## src/sv/rep_pkg.sv

```systemverilog
// shared types, constants and helpers for the repressilator euler stepper
// no dependencies
package rep_pkg;

   localparam int LEVEL_W = 48;
   localparam int RATE_W  = 47;
   localparam int STEP_W  = 37;
   localparam int COUNT_W = 32;
   localparam int FRAC_W  = 36;
   localparam int MAG_W   = 60;
   localparam int MULB_W  = 48;
   localparam int DEN_W   = 60;
   localparam int QUO_W   = 47;
   localparam int PROD_W  = 64;

   localparam logic [RATE_W-1:0] MAX_RATE_RST    = 47'd14843406974976;
   localparam logic [RATE_W-1:0] LEAK_RATE_RST   = 47'd14843406975;
   localparam logic [RATE_W-1:0] DECAY_RATIO_RST = 47'd20615843021;
   localparam logic [STEP_W-1:0] STEP_SIZE_RST   = 37'd6871948;
   localparam logic signed [LEVEL_W-1:0] MRNA_35_RST = 48'sd2405181685760;

   localparam logic signed [PROD_W-1:0] LEVEL_MAX = 64'sh0000_7FFF_FFFF_FFFF;
   localparam logic signed [PROD_W-1:0] LEVEL_MIN = 64'shFFFF_8000_0000_0000;

   typedef logic signed [LEVEL_W-1:0] level_type;

   typedef enum logic [1:0] {
      CSR_MAX_RATE    = 2'd0,
      CSR_LEAK_RATE   = 2'd1,
      CSR_DECAY_RATIO = 2'd2,
      CSR_STEP_SIZE   = 2'd3
   } csr_index_type;

   typedef enum logic [3:0] {
      ST_IDLE, ST_SQ_GO, ST_SQ_WAIT, ST_DIV_GO, ST_DIV_WAIT, ST_DM_GO, ST_DM_WAIT,
      ST_DP_GO, ST_DP_WAIT, ST_DH_GO, ST_DH_WAIT, ST_COMMIT, ST_FINISH
   } state_type;

   typedef enum logic [3:0] {
      CMD_NONE, CMD_LOAD, CMD_SQ, CMD_DIV, CMD_DM, CMD_DP, CMD_DH, CMD_COMMIT, CMD_OUT
   } cmd_op_type;

   typedef struct packed {
      cmd_op_type op;
      logic       go;
      logic [1:0] gene;
   } cmd_type;

   typedef struct packed {
      logic mul_done;
      logic div_done;
   } status_type;

   // clamp a wide signed sum to the level range
   function automatic level_type sat_level(input logic signed [PROD_W-1:0] v);
      level_type r;
      if (v > LEVEL_MAX) begin
         r = LEVEL_MAX[LEVEL_W-1:0];
      end else if (v < LEVEL_MIN) begin
         r = LEVEL_MIN[LEVEL_W-1:0];
      end else begin
         r = v[LEVEL_W-1:0];
      end
      return r;
   endfunction

endpackage

```

## src/sv/rep_ctrl.sv

```systemverilog
// controller: a step runs square, divide and multiplies per gene, then commit and output; a load goes to output
// depends on rep_pkg
module rep_ctrl import rep_pkg::*; (
   input  logic       clock,
   input  logic       reset,
   input  logic       req_valid,
   input  logic       req_kind,
   output logic       req_stall,
   output logic       rsp_valid,
   input  logic       rsp_stall,
   input  status_type status,
   output cmd_type    cmd
);

   state_type  state_ff, state_in;
   logic [1:0] gene_ff, gene_in;
   logic       rsp_valid_ff, rsp_valid_in;
   logic       out_free;

   assign out_free = !rsp_valid_ff || !rsp_stall;

   // next state
   always_comb begin
      state_in = state_ff;
      gene_in  = gene_ff;
      unique case (state_ff)
         ST_IDLE: begin
            if (req_valid) begin
               state_in = req_kind ? ST_FINISH : ST_SQ_GO;
               gene_in  = 2'd0;
            end
         end
         ST_SQ_GO:    state_in = ST_SQ_WAIT;
         ST_SQ_WAIT:  if (status.mul_done) state_in = ST_DIV_GO;
         ST_DIV_GO:   state_in = ST_DIV_WAIT;
         ST_DIV_WAIT: if (status.div_done) state_in = ST_DM_GO;
         ST_DM_GO:    state_in = ST_DM_WAIT;
         ST_DM_WAIT:  if (status.mul_done) state_in = ST_DP_GO;
         ST_DP_GO:    state_in = ST_DP_WAIT;
         ST_DP_WAIT:  if (status.mul_done) state_in = ST_DH_GO;
         ST_DH_GO:    state_in = ST_DH_WAIT;
         ST_DH_WAIT: begin
            if (status.mul_done) begin
               if (gene_ff == 2'd2) begin
                  state_in = ST_COMMIT;
               end else begin
                  state_in = ST_SQ_GO;
                  gene_in  = gene_ff + 2'd1;
               end
            end
         end
         ST_COMMIT:   state_in = ST_FINISH;
         ST_FINISH:   if (out_free) state_in = ST_IDLE;
         default:     state_in = ST_IDLE;
      endcase
   end

   // outputs and commands
   always_comb begin
      cmd.op       = CMD_NONE;
      cmd.go       = 1'b0;
      cmd.gene     = gene_ff;
      req_stall    = (state_ff != ST_IDLE);
      rsp_valid_in = rsp_valid_ff && rsp_stall;
      unique case (state_ff)
         ST_IDLE:     if (req_valid && req_kind) cmd.op = CMD_LOAD;
         ST_SQ_GO:    begin cmd.op = CMD_SQ;  cmd.go = 1'b1; end
         ST_SQ_WAIT:  cmd.op = CMD_SQ;
         ST_DIV_GO:   begin cmd.op = CMD_DIV; cmd.go = 1'b1; end
         ST_DIV_WAIT: cmd.op = CMD_DIV;
         ST_DM_GO:    begin cmd.op = CMD_DM;  cmd.go = 1'b1; end
         ST_DM_WAIT:  cmd.op = CMD_DM;
         ST_DP_GO:    begin cmd.op = CMD_DP;  cmd.go = 1'b1; end
         ST_DP_WAIT:  cmd.op = CMD_DP;
         ST_DH_GO:    begin cmd.op = CMD_DH;  cmd.go = 1'b1; end
         ST_DH_WAIT:  cmd.op = CMD_DH;
         ST_COMMIT:   cmd.op = CMD_COMMIT;
         ST_FINISH: begin
            if (out_free) begin
               cmd.op       = CMD_OUT;
               rsp_valid_in = 1'b1;
            end
         end
         default:     cmd.op = CMD_NONE;
      endcase
   end

   // state registers
   always_ff @(posedge clock) begin
      if (reset) begin
         state_ff     <= ST_IDLE;
         gene_ff      <= '0;
         rsp_valid_ff <= 1'b0;
      end else begin
         state_ff     <= state_in;
         gene_ff      <= gene_in;
         rsp_valid_ff <= rsp_valid_in;
      end
   end

   assign rsp_valid = rsp_valid_ff;

endmodule

```

## config.mk

```make
export PLATFORM = sky130hd
export DESIGN_NAME = rep_ctrl
export DESIGN_NICKNAME = d
export VERILOG_FILES = /design/src/sv/rep_pkg.sv /design/src/sv/rep_ctrl.sv
export SDC_FILE = /design/constraint.sdc
export NUM_CORES = 1
export LEC_CHECK = 0
export BUFFER_PORTS_ARGS = -buffer_cell sky130_fd_sc_hd__buf_2
export CAP_MARGIN = 20
export CORE_AREA = 2 2 39 41
export CTS_CLUSTER_SIZE = 8
export DETAILED_ROUTE_END_ITERATION = 12
export DIE_AREA = 0 0 41 43
export MAX_ROUTING_LAYER = met4
export PLACE_DENSITY = 0.68
export SLEW_MARGIN = 10
export SYNTH_ARGS = -nofsm -noshare
export SYNTH_HDL_FRONTEND = slang
export SYNTH_SLANG_ARGS = --single-unit
```

## constraint.sdc

```tcl
create_clock -name clock -period 2 [get_ports clock]
set_input_delay 0.1 -clock clock [delete_from_list [all_inputs] [get_ports clock]]
set_output_delay 0.1 -clock clock [all_outputs]
set_load 0.02 [all_outputs]
```

# --- After elaboration in Yosys (flattened, before gate mapping) ---
# Index checks and enable logic that the tools add are counted.
word_totals:
  register_bits: 7
  input_bits: 7
  out_inout_bits: 9
  elab_cells: 61
op_classes:
  addsub: 1
  eq_ne: 21
  n_mux: 20
  reduce_logical: 16
op_table:
  columns: ["cell", "count"]
  rows:
  - ["one-hot mux 4 bit (13 select lines)", 1]
  - ["two-way mux 4 bit", 10]
  - ["one-hot mux 4 bit (8 select lines)", 1]
  - ["equality test 4 bit, second input constant", 5]
  - ["equality test 4 x 3 -> 1 bit, second input constant", 4]
  - ["inequality test 2 bit, second input constant", 8]
  - ["OR reduction 2 bit", 5]
  - ["equality test 4 x 2 -> 1 bit, second input constant", 2]
  - ["AND reduction 7 bit", 1]
  - ["two-way mux 2 bit", 3]
  - ["OR reduction 5 bit", 1]
  - ["equality test 4 x 1 -> 1 bit, second input constant", 1]
  - ["logical NOT 4 bit", 1]
  - ["two-way mux 1 bit", 4]
  - ["one-hot mux 2 bit (2 select lines)", 1]
  - ["AND reduction 4 bit", 1]
  - ["nonzero test 4 bit", 1]
  - ["adder 2 x 1 -> 2 bit, second input constant", 1]
  - ["equality test 2 bit, second input constant", 1]
  - ["logical AND 1 bit", 2]
  - ["logical NOT 1 bit", 2]
  - ["nonzero test 2 bit", 1]
  - ["logical OR 1 bit", 1]

# --- Logic depth before layout (Yosys ltp) ---
# Gate-level depths: netlist (run 1).
logic_depth:
  depth_word: 4
  mapped_depth: 6
  depth_no_buf: 6

# --- Least setup slack after synthesis (run 1) ---
# Ideal clock, no wire load.
synth_path:
  kind: "register to register"
  startpoint: "register state_ff[3]"
  endpoint: "register gene_ff[1]"
  setup_time_ns: 0.070
  t_arrival_ns: 1.726
  t_required_ns: 1.930
  setup_slack_ns: 0.204
  stages_incl_launch_ff: 6
  path_buffers: 1
  period_less_slack_ns: 1.796
  path_cell_list: "dfxtp_1 -> buf_6 -> or4_4 -> a21boi_4 -> or4b_1 -> a21oi_1"
synth_between:
  elab_chain_cells: 3
  word_cells_on_any_way: 8
  classes_between: "eq/ne: 4; mux: 1; reduce/logical: 3"
synth_lines:
  columns: ["element", "line", "text"]
  rows:
  - ["start, declared", "rep_ctrl.sv:15", "state_type state_ff, state_in;"]
  - ["start signal, assigned", "rep_ctrl.sv:95", "state_ff <= state_in;"]
  - ["equality test 4 bit or logical NOT 4 bit (tied branches)", "rep_ctrl.sv:26", "unique case (state_ff)"]
  - ["inequality test 2 bit (no line) or nonzero test 2 bit (tied branches)", null, null]
  - ["AND reduction 4 bit (no line)", null, null]
  - ["end signal, assigned", "rep_ctrl.sv:96", "gene_ff <= gene_in;"]
  - ["end, declared", "rep_ctrl.sv:16", "logic [1:0] gene_ff, gene_in;"]
# Several ways; a longest one is shown, not always the timed one.
# A chain may end at the register's enable or synchronous reset.

# --- Worst setup path in the final report (run 1) ---
layout_path:
  startpoint: "register state_ff[0]"
  endpoint: "register gene_ff[1]"
# The elaborated chain is that of the path after synthesis.

==> impl.org, run 1 <==
** Logic synthesis
- After synthesis, flip-flops and latches occupy 24.3% of the total area.
- Counting flops and latches in the post-synthesis netlist gives 7.
- Gate Count Post-Synth :: 75
- For this run, the leading register cell type out of synthesis is dfxtp_1.
- Yosys mapped a number of flops with a built-in enable equal to 0.
- Area share of the largest cell type after synthesis :: 24.3%
- Distinct cells, synth :: 35
- Counting every net in the synthesized netlist gives between 80 and 90.
- For this run, the number of Yosys warnings is 0.
- The synthesized design spends more area on one cell type than any other, namely dfxtp_1.
- Averaged over all synthesized cells, the footprint is between 7 and 8 um2.
- Top post-synthesis cells by area :: dfxtp_1 24%, a21oi_1 6.1%, o21ai_0 5.2%
- The synthesized netlist occupies a cell area of ~580 um2.
- Fraction of registers with async set/reset :: 0%

** Worst setup path
- Critical path arrival :: 1950 ps
- STA classifies the critical path startpoint as a register.
- Setup crit end kind :: register
- STA puts the critical path data required time at 2170 ps.
- Along the worst path, the maximum fanout reaches 8.
- By startpoint and endpoint, the worst setup path is classified as reg2reg.

** Drt
- After detailed routing, the number of remaining DRC violations is 0.
- After detailed routing, the number of vias per cell comes to 5.66.
- Total via count in the routed design :: 623
- Number of search-and-repair iterations in the first detailed-routing pass :: 4
- The detail route stage leaves a number of antenna-violating nets equal to 0.
- The first routing iteration left 27 violations.
- After detailed routing, the average wire length per cell comes to 12.0 um.
- The final layout contains routed wiring with a total length of 1.32 mm.

** Clock network
- After clock tree synthesis, the clock-pin slew on the worst setup and hold paths is 50 ps.
- Cts repair resizes :: 0
- Post-CTS setup-driven buffer insertion count :: 0
- For this design, the sink count on the clock tree is 7.
- TritonCTS built the clock tree.
- CTS Buf Count :: 3
- Worst-skew pair later-pin latency :: 250 ps
- Counting along the longest clock path gives a buffer depth of 2.
- Hold-fix buffers, CTS :: 0
- The root buffer cell chosen for the clock tree is clkbuf_4.
- In this run the number of H-tree levels came out at 1.

** STA
- Setup repair after global routing left no endpoint under its margin.
- The number of endpoints with negative hold slack in the final report is 0.
- Pins Over Slew Limit :: 0
- Setup violations remaining at the end of the flow were counted as 0.
- Across the routed clock network, the largest skew measured is ~6.8 ps.
- Minimum clock period after layout :: roughly 1800 ps
- Worst slew pin tran :: 405 ps
- Setup slack of the critical path after layout :: 221 ps
- Final worst path period share :: between 80% and 90%
- Highest achievable clock rate :: 0.562 GHz
- Adding up every negative setup slack in the final design gives 0 ps.
- Tightest slew margin relative to the limit :: 72.8%

** Power
- IR analysis of the VDD net gives a maximum drop of 0.653 mV.
- For this design the ratio of total power to cell area is 1550 nW/um2.
- Summed over all cells, the static leakage comes to 0.308 nW.
- Overall power consumption after layout is estimated at approximately 1.1 mW.

** Floorplanning
- The die covers 1760 um2.
- In this run the count of I/O pins placed on the die edge is 16.
- The floorplan step set the die height to 43 um.
- The die is about 41 um wide.
- Initial cell density of the core :: 41.6%
- Std cell rows :: 14
- Area of the core :: 1380 um2

** Placement
- After detailed placement, the total cell area comes to 686 um2.
- Number of input and output port buffers inserted :: 15
- Placed wire-length estimate :: roughly 1.1 mm
- The congestion estimate from routability-driven global placement came to about 0.85.
- Before CTS, the worst setup slack after placement is approximately 220 ps.

** GRT
- Global routing consumed, over all layers together, 19.3% of the routing resources.
- Wire length of the first global-routing pass :: 2.30 mm
- The initial antenna violation count came to 0.
- Vias in the first global route :: ~550
- For this run the aggregate overflow at the end of global routing stands at 0.
- Entering global routing, the biggest net connects 14 pins.

** Final layout
- 0 antenna diodes ended up in the layout.
- Multi-input combinational cell area :: 387 um2
- Number of nets in the final layout :: 103
- Post-route cell area :: 712 um2
- For this run, the share of the core covered by cells in the final layout is 51.4%.
- Area growth from synthesis to final layout :: 23.7%
- Layout cells sized above 1 :: 31.9%
- Across the whole layout, storage elements account for around 140 um2.
- Fill cells in the final layout number 136.

** Run status
- Result of the run :: finished clean

** Run
- Max-cap check violation count :: 0

** Hold path
- Worst hold path type :: in2reg
[report_power, final]
group / internal [mW] / switching, mW
sequential: 0.176 / 0.0659
clock: 0.0760 / 0.0496
combinational: 0.344 / 0.394
[cell usage after synthesis (2+ instances only)]
library cell	instances
dfxtp_1	7
or3_1	2
o21ai_0	6
nand2_1	4
inv_1	5
nand3_1	5
a211oi_1	4
a21oi_1	7
nor2_1	3
nand2b_1	4
clkbuf_1	4
[logic make-up after synthesis]
kind of cell / count (synthesis) / synth area share, %
flip-flops: 7 / 24.3
buffers and inverters: 11 / 8.48
AO/OA/AOI/OAI: 28 / 34.8
AND/OR/NAND/NOR: 27 / 28.3
adder cells (fa/ha/maj): 1 / 2.17
multiplexers: 1 / 1.96
[per-stage QoR]
stage | hold slack, ps | instances
5_1_grt | 113 | 110
6_report | 113 | 110
4_1_cts | 105 | 110
2_1_floorplan | 236 | 75
3_3_place_gp | 365 | 106
3_5_place_dp | 375 | 106
[final timing paths]
check                           slack, ps          to        start  cells after the start
worst min-delay path                  110   rsp_valid    rsp_stall                      3
worst max register to register        220  gene_ff[1]  state_ff[0]                      4
worst max-delay path                  220  gene_ff[1]  state_ff[0]                      4
worst min register to register        490  gene_ff[0]   gene_ff[0]                      2
[layer usage]
layer | track usage (%) | part of all wire (%)
met1 | 23.5 | 43
met2 | 30.0 | 52
met3 | 7.85 | 5.5
met4 | 2.00 | 0
met5 | - | 0
[registers in the layout, indices dropped and copies added (netlist names)]
register	count
rsp_valid	1
gene_ff	2
state_ff	4
[worst max-delay path, stage by stage (launching register included)]
cell and delay [ps]:
dfxtp_1 390, or4_4 540, a21boi_4 160, or4b_1 460
a21oi_1 150
[placed cells by master, fill, tap and decap left out, types with 2 or more instances in the layout]
master | Yosys | routed
buf_2 | 0 | 15
a21oi_1 | 7 | 7
dfxtp_1 | 7 | 7
o21ai_0 | 6 | 6
buf_4 | 0 | 6
inv_1 | 5 | 5
nand3_1 | 5 | 5
nand2b_1 | 4 | 4
nand2_1 | 4 | 4
a211oi_1 | 4 | 4
nor2_1 | 3 | 3
clkbuf_4 | 0 | 3
or3_1 | 2 | 2
[area by class of cell]
cell class,instances,share of cell area (%)
Tap cell,16,2.81
Clock buffer,4,3.69
Timing Repair Buffer,21,16.9
Sequential cell,7,19.7
Multi-Input combinational cell,57,54.3
Inverter,5,2.64
Power figures use the tool's default switching activity.
==> run 2: changes to the inputs <==
--- a/config.mk
+++ b/config.mk
@@ -5,6 +5,7 @@
 export SDC_FILE = /design/constraint.sdc
 export NUM_CORES = 1
 export LEC_CHECK = 0
+export ABC_AREA = 1
 export BUFFER_PORTS_ARGS = -buffer_cell sky130_fd_sc_hd__buf_2
 export CAP_MARGIN = 20
 export CORE_AREA = 2 2 39 41
@@ -12,7 +13,7 @@
 export DETAILED_ROUTE_END_ITERATION = 12
 export DIE_AREA = 0 0 41 43
 export MAX_ROUTING_LAYER = met4
-export PLACE_DENSITY = 0.68
+export PLACE_DENSITY = 0.67
 export SLEW_MARGIN = 10
 export SYNTH_ARGS = -nofsm -noshare
 export SYNTH_HDL_FRONTEND = slang
==> run 2 against run 1 <==
  * Critical endpoint is now cmd[3]
  * Synthesized area decreased by 2.8%
  * Global-route usage is 3.4 points lower
  * Critical path depth unchanged
  * Total power increased by 7.4%
==> impl.org, run 2 <==
** Drt
- Average vias per placed instance :: 4.88 (-14%)
- The count of antenna-violating nets left after detailed routing was 0 (unchanged).
- Number of violations reported at the end of detailed-routing iteration 0 :: 13 (-52%)
- The number of detailed-route iterations in the first pass was 4 (unchanged).
- The mean routed wirelength per cell is 10.3 um (-14%).
- Total via count in the routed design :: 620 (-0.48%)
- The number of design rule violations left after detail routing was 0 (unchanged).
- The overall routed net length came to 1.30 mm (-1.2%).

** Clock network
- The post-cts sizing count came to 0 (unchanged).
- Clock tree from TritonCTS :: done
- Count of H-tree levels built during CTS :: 1 (unchanged)
- Clock transition at the registers of the reported paths :: 50 ps (about the same)
- The buffer depth of the longest clock path came to 2 (unchanged).
- Clock tree root buffer cell :: clkbuf_4
- The number of buffers inserted for hold repair after clock tree synthesis was 0 (unchanged).
- Post-CTS setup-driven buffer insertion count :: 0 (unchanged)
- Sinks on Clock Net :: 7 (unchanged)
- CTS Buf Count :: 3 (unchanged)
- The worst-skew pair later-pin latency was 260 ps (about the same).

** Worst setup path
- The worst setup path is captured at an output port.
- The worst register-to-register path begins at state_ff[2].
- CP cell instances :: nor2_1 -> nand3_1 -> o21ai_0 -> buf_2
- R2r worst-path depth :: 8 (+4)
- The longest individual stage delay on the worst path came to 400 ps (-140 ps).
- The data required time of the worst path came to 1900 ps (-270 ps).
- The register-to-register setup slack is 580 ps (+360 ps).
- Critical Setup Path Class :: reg2out
- Launching element type of the critical path :: register
- Critical path arrival :: 1590 ps (-360 ps)
- The slowest stage of the critical path is the dfxtp_1 cell.
- The worst-path maximum fanout was 7 (-1).
- FF-to-FF End :: gene_ff[0]

** GRT
- The met3 track demand over resource is 4.71% (-3.1 points).
- Antenna violations before repair :: 0 (unchanged)
- The number of global-route vias before repair was 483 (-12%).
- The met1 layer usage reported by global route is 19.0% (-4.6 points).
- The total global-route track usage is 15.8% (-3.4 points).
- Largest net degree at the start of global routing :: 11 (-3)
- Gr busiest metal :: met2
- Fraction of met2 tracks used by global routing :: 23.1% (-6.9 points)
- The wire length of the first global-routing pass came to 1.88 mm (-19%).
- Total gr overflow :: 0 (unchanged)

** Logic synthesis
- Top FF cell, synth :: dfxtp_1
- Portion of the post-synthesis area used by sequential elements :: 25.1% (+0.71 points)
- Number of flip-flops and latches in the synthesized netlist :: 7 (unchanged)
- The number of distinct library cell variants in the gate-level netlist after synthesis was 19 (-46%).
- Nets in the synthesized netlist :: 100 (+20%)
- The share of async-settable or async-resettable flops after synthesis was 0% (unchanged).
- The share of synthesized area spent on multiplexers is 0% (-2.0 points).
- The top cell type's share of synthesized area is 25.1% (+0.71 points).
- The share of the synthesized area in compound gates (AO/OA/AOI/OAI) was 11.9% (-23 points).
- Top post-synthesis cells by area :: dfxtp_1 25%, nand2_1 13%, nor2_1 9.4%
- Adder-cell share of the synthesized area :: 2.24% (+0.063 points)
- Xor-xnor portion of the synthesized cell area :: 0% (unchanged)
- Combinational family with the most area after synthesis :: simple AND/OR/NAND/NOR gates
- Yosys synthesis warning count :: 0 (unchanged)
- Gate Count Post-Synth :: 92 (+23%)
- Post-Synth Simple-Gate Area :: 50.1% (+22 points)
- Summed over all instances, the cell type with the most area after synthesis is dfxtp_1.
- The average footprint of a synthesized cell is 6.08 um2 (-21%).
- The most common cell in the synthesized netlist is nand2_1.
- The total standard cell area after synthesis was 559 um2 (-2.8%).
- Most instantiated cells after synthesis :: 20 x nand2_1, 14 x nor2_1, 11 x inv_1
- The count of flip-flops with a built-in enable after synthesis was 0 (unchanged).

** STA
- Setup repair after global routing missed its margin :: false
- Highest achievable clock rate :: 0.591 GHz (+5.1%)
- The setup violation total in the final timing report came to 0 (unchanged).
- Final-report hold violation count :: 0 (unchanged)
- Worst-case hold slack :: 42.6 ps (-70.8 ps)
- The final clock skew came to 3.03 ps (-3.76 ps).
- The total negative slack is 0 ps (unchanged).
- The final max-slew violation count was 0 (unchanged).
- The final cycle utilization of the critical path is 84.6% (-4.4 points).
- Tightest slew margin relative to the limit :: 73.3% (+0.51 points)
- Minimum clock period after layout :: 1690 ps (-87.0 ps)
- Worst slew pin tran :: 398 ps (-6.05 ps)

** Final layout
- In the layout the commonest cells are 20 x nand2_1, 15 x buf_2, 14 x nor2_1.
- The flip-flop count of the largest register, all copies and words added was 4 (unchanged).
- Counting flops per register, the top entry is state_ff.
- The fraction of final layout cells with drive strength greater than 1 came to 31.5% (-0.38 points).
- The final design area excluding fillers was 681 um2 (-4.4%).
- Number of inserted diodes :: 0 (unchanged)
- Leaving out fill and tap cells, the most frequent cell in the layout is nand2_1.
- FILL cells :: 149 (+9.6%)
- Compared with the post-synthesis result, the final layout area differs by 21.7%.
- Number of nets in the final layout :: 120 (+17%)

** Floorplanning
- Die Wd :: 41 um (unchanged)
- The height of the chip came to 43 um (unchanged).
- Area of the core :: 1380 um2 (unchanged)
- The initial core utilization is 40.4% (-1.2 points).
- Number of primary I/O pins :: 16 (unchanged)
- The full die area was 1760 um2 (unchanged).
- The number of cell rows was 14 (unchanged).

** Placement
- Placed wire-length estimate :: 1.03 mm (-2.0%)
- The weighted congestion reported at the end of routability-driven placement was 0.742 (-12%).
- Post-Place Cell Area :: 654 um2 (-4.6%)
- Number of input and output port buffers inserted :: 15 (unchanged)

** Power
- Total power density per cell area :: 1740 nW/um2 (+12%)
- Static leakage :: 0.367 nW (+19%)
- Largest voltage drop on the vdd net :: 0.791 mV (+21%)
- Total power :: 1.19 mW (+7.4%)

** Hold path
- The worst hold path cell count was 2 (-1).
- Worst min-delay path endpoint :: rsp_valid
- Worst hold path type :: in2reg
- Hold wc startpoint :: reset

** Run status
- Result of the run :: finished clean

** Run
- Max-cap check violation count :: 0 (unchanged)
==> run 2: metal layers <==
| layer | up-vias | wire length, um |
|---|---|---|
| met2 | 18 | 589 |
| met4 | 0 | 26 |
| met5 | - | 0 |
| met1 | 268 | 611 |
| li1 | 330 | - |
| met3 | 4 | 74 |
==> run 2: worst max-delay path, delay by kind of cell (launching register included) <==
kind / cells / cell delay (ps)
AO/OA/AOI/OAI: 1 / 180
buffers and inverters: 1 / 190
flip-flops: 1 / 400
AND/OR/NAND/NOR: 2 / 570
==> run 2: worst max-delay path by stage <==
stage | startpoint | endpoint | cells past startpoint
global placement | state_ff[3] | cmd[3] | 4
finish | state_ff[2] | cmd[3] | 4
CTS | state_ff[2] | cmd[3] | 4
detailed placement | state_ff[3] | cmd[3] | 4
global route | state_ff[3] | cmd[3] | 4
floorplan | state_ff[3] | cmd[3] | 3
==> run 2: area by class of cell <==
| cell class | instances | area, um2 | area share (%) |
|---|---|---|---|
| multi-input combinational | 69 | 359 | 52.8 |
| sequential | 7 | 140 | 20.6 |
| timing repair buffer | 15 | 75.1 | 11.0 |
| inverter | 16 | 60.1 | 8.82 |
| clock buffer | 4 | 26.3 | 3.86 |
| tap | 16 | 20.0 | 2.94 |
==> run 2: stage by stage <==
stage / instances / utilization [%] / setup slack, ps
2_1_floorplan: 92 / - / 593
3_3_place_gp: 123 / 47.3 / 590
3_5_place_dp: 123 / 47.3 / 598
4_1_cts: 127 / 49.2 / 324
5_1_grt: 127 / 49.2 / 224
6_report: 127 / 49.2 / 308
==> run 2: power by group <==
part / leakage (nW) / internal (mW) / switching, mW
clock: 0.0150 / 0.0764 / 0.0564
sequential: 0.0577 / 0.194 / 0.0730
combinational: 0.294 / 0.264 / 0.523
total: 0.367 / 0.534 / 0.652
==> run 2: kinds of logic after synthesis <==
kind of cell / Yosys count
adder cells (fa/ha/maj): 1
AO/OA/AOI/OAI: 12
flip-flops: 7
AND/OR/NAND/NOR: 56
buffers and inverters: 16
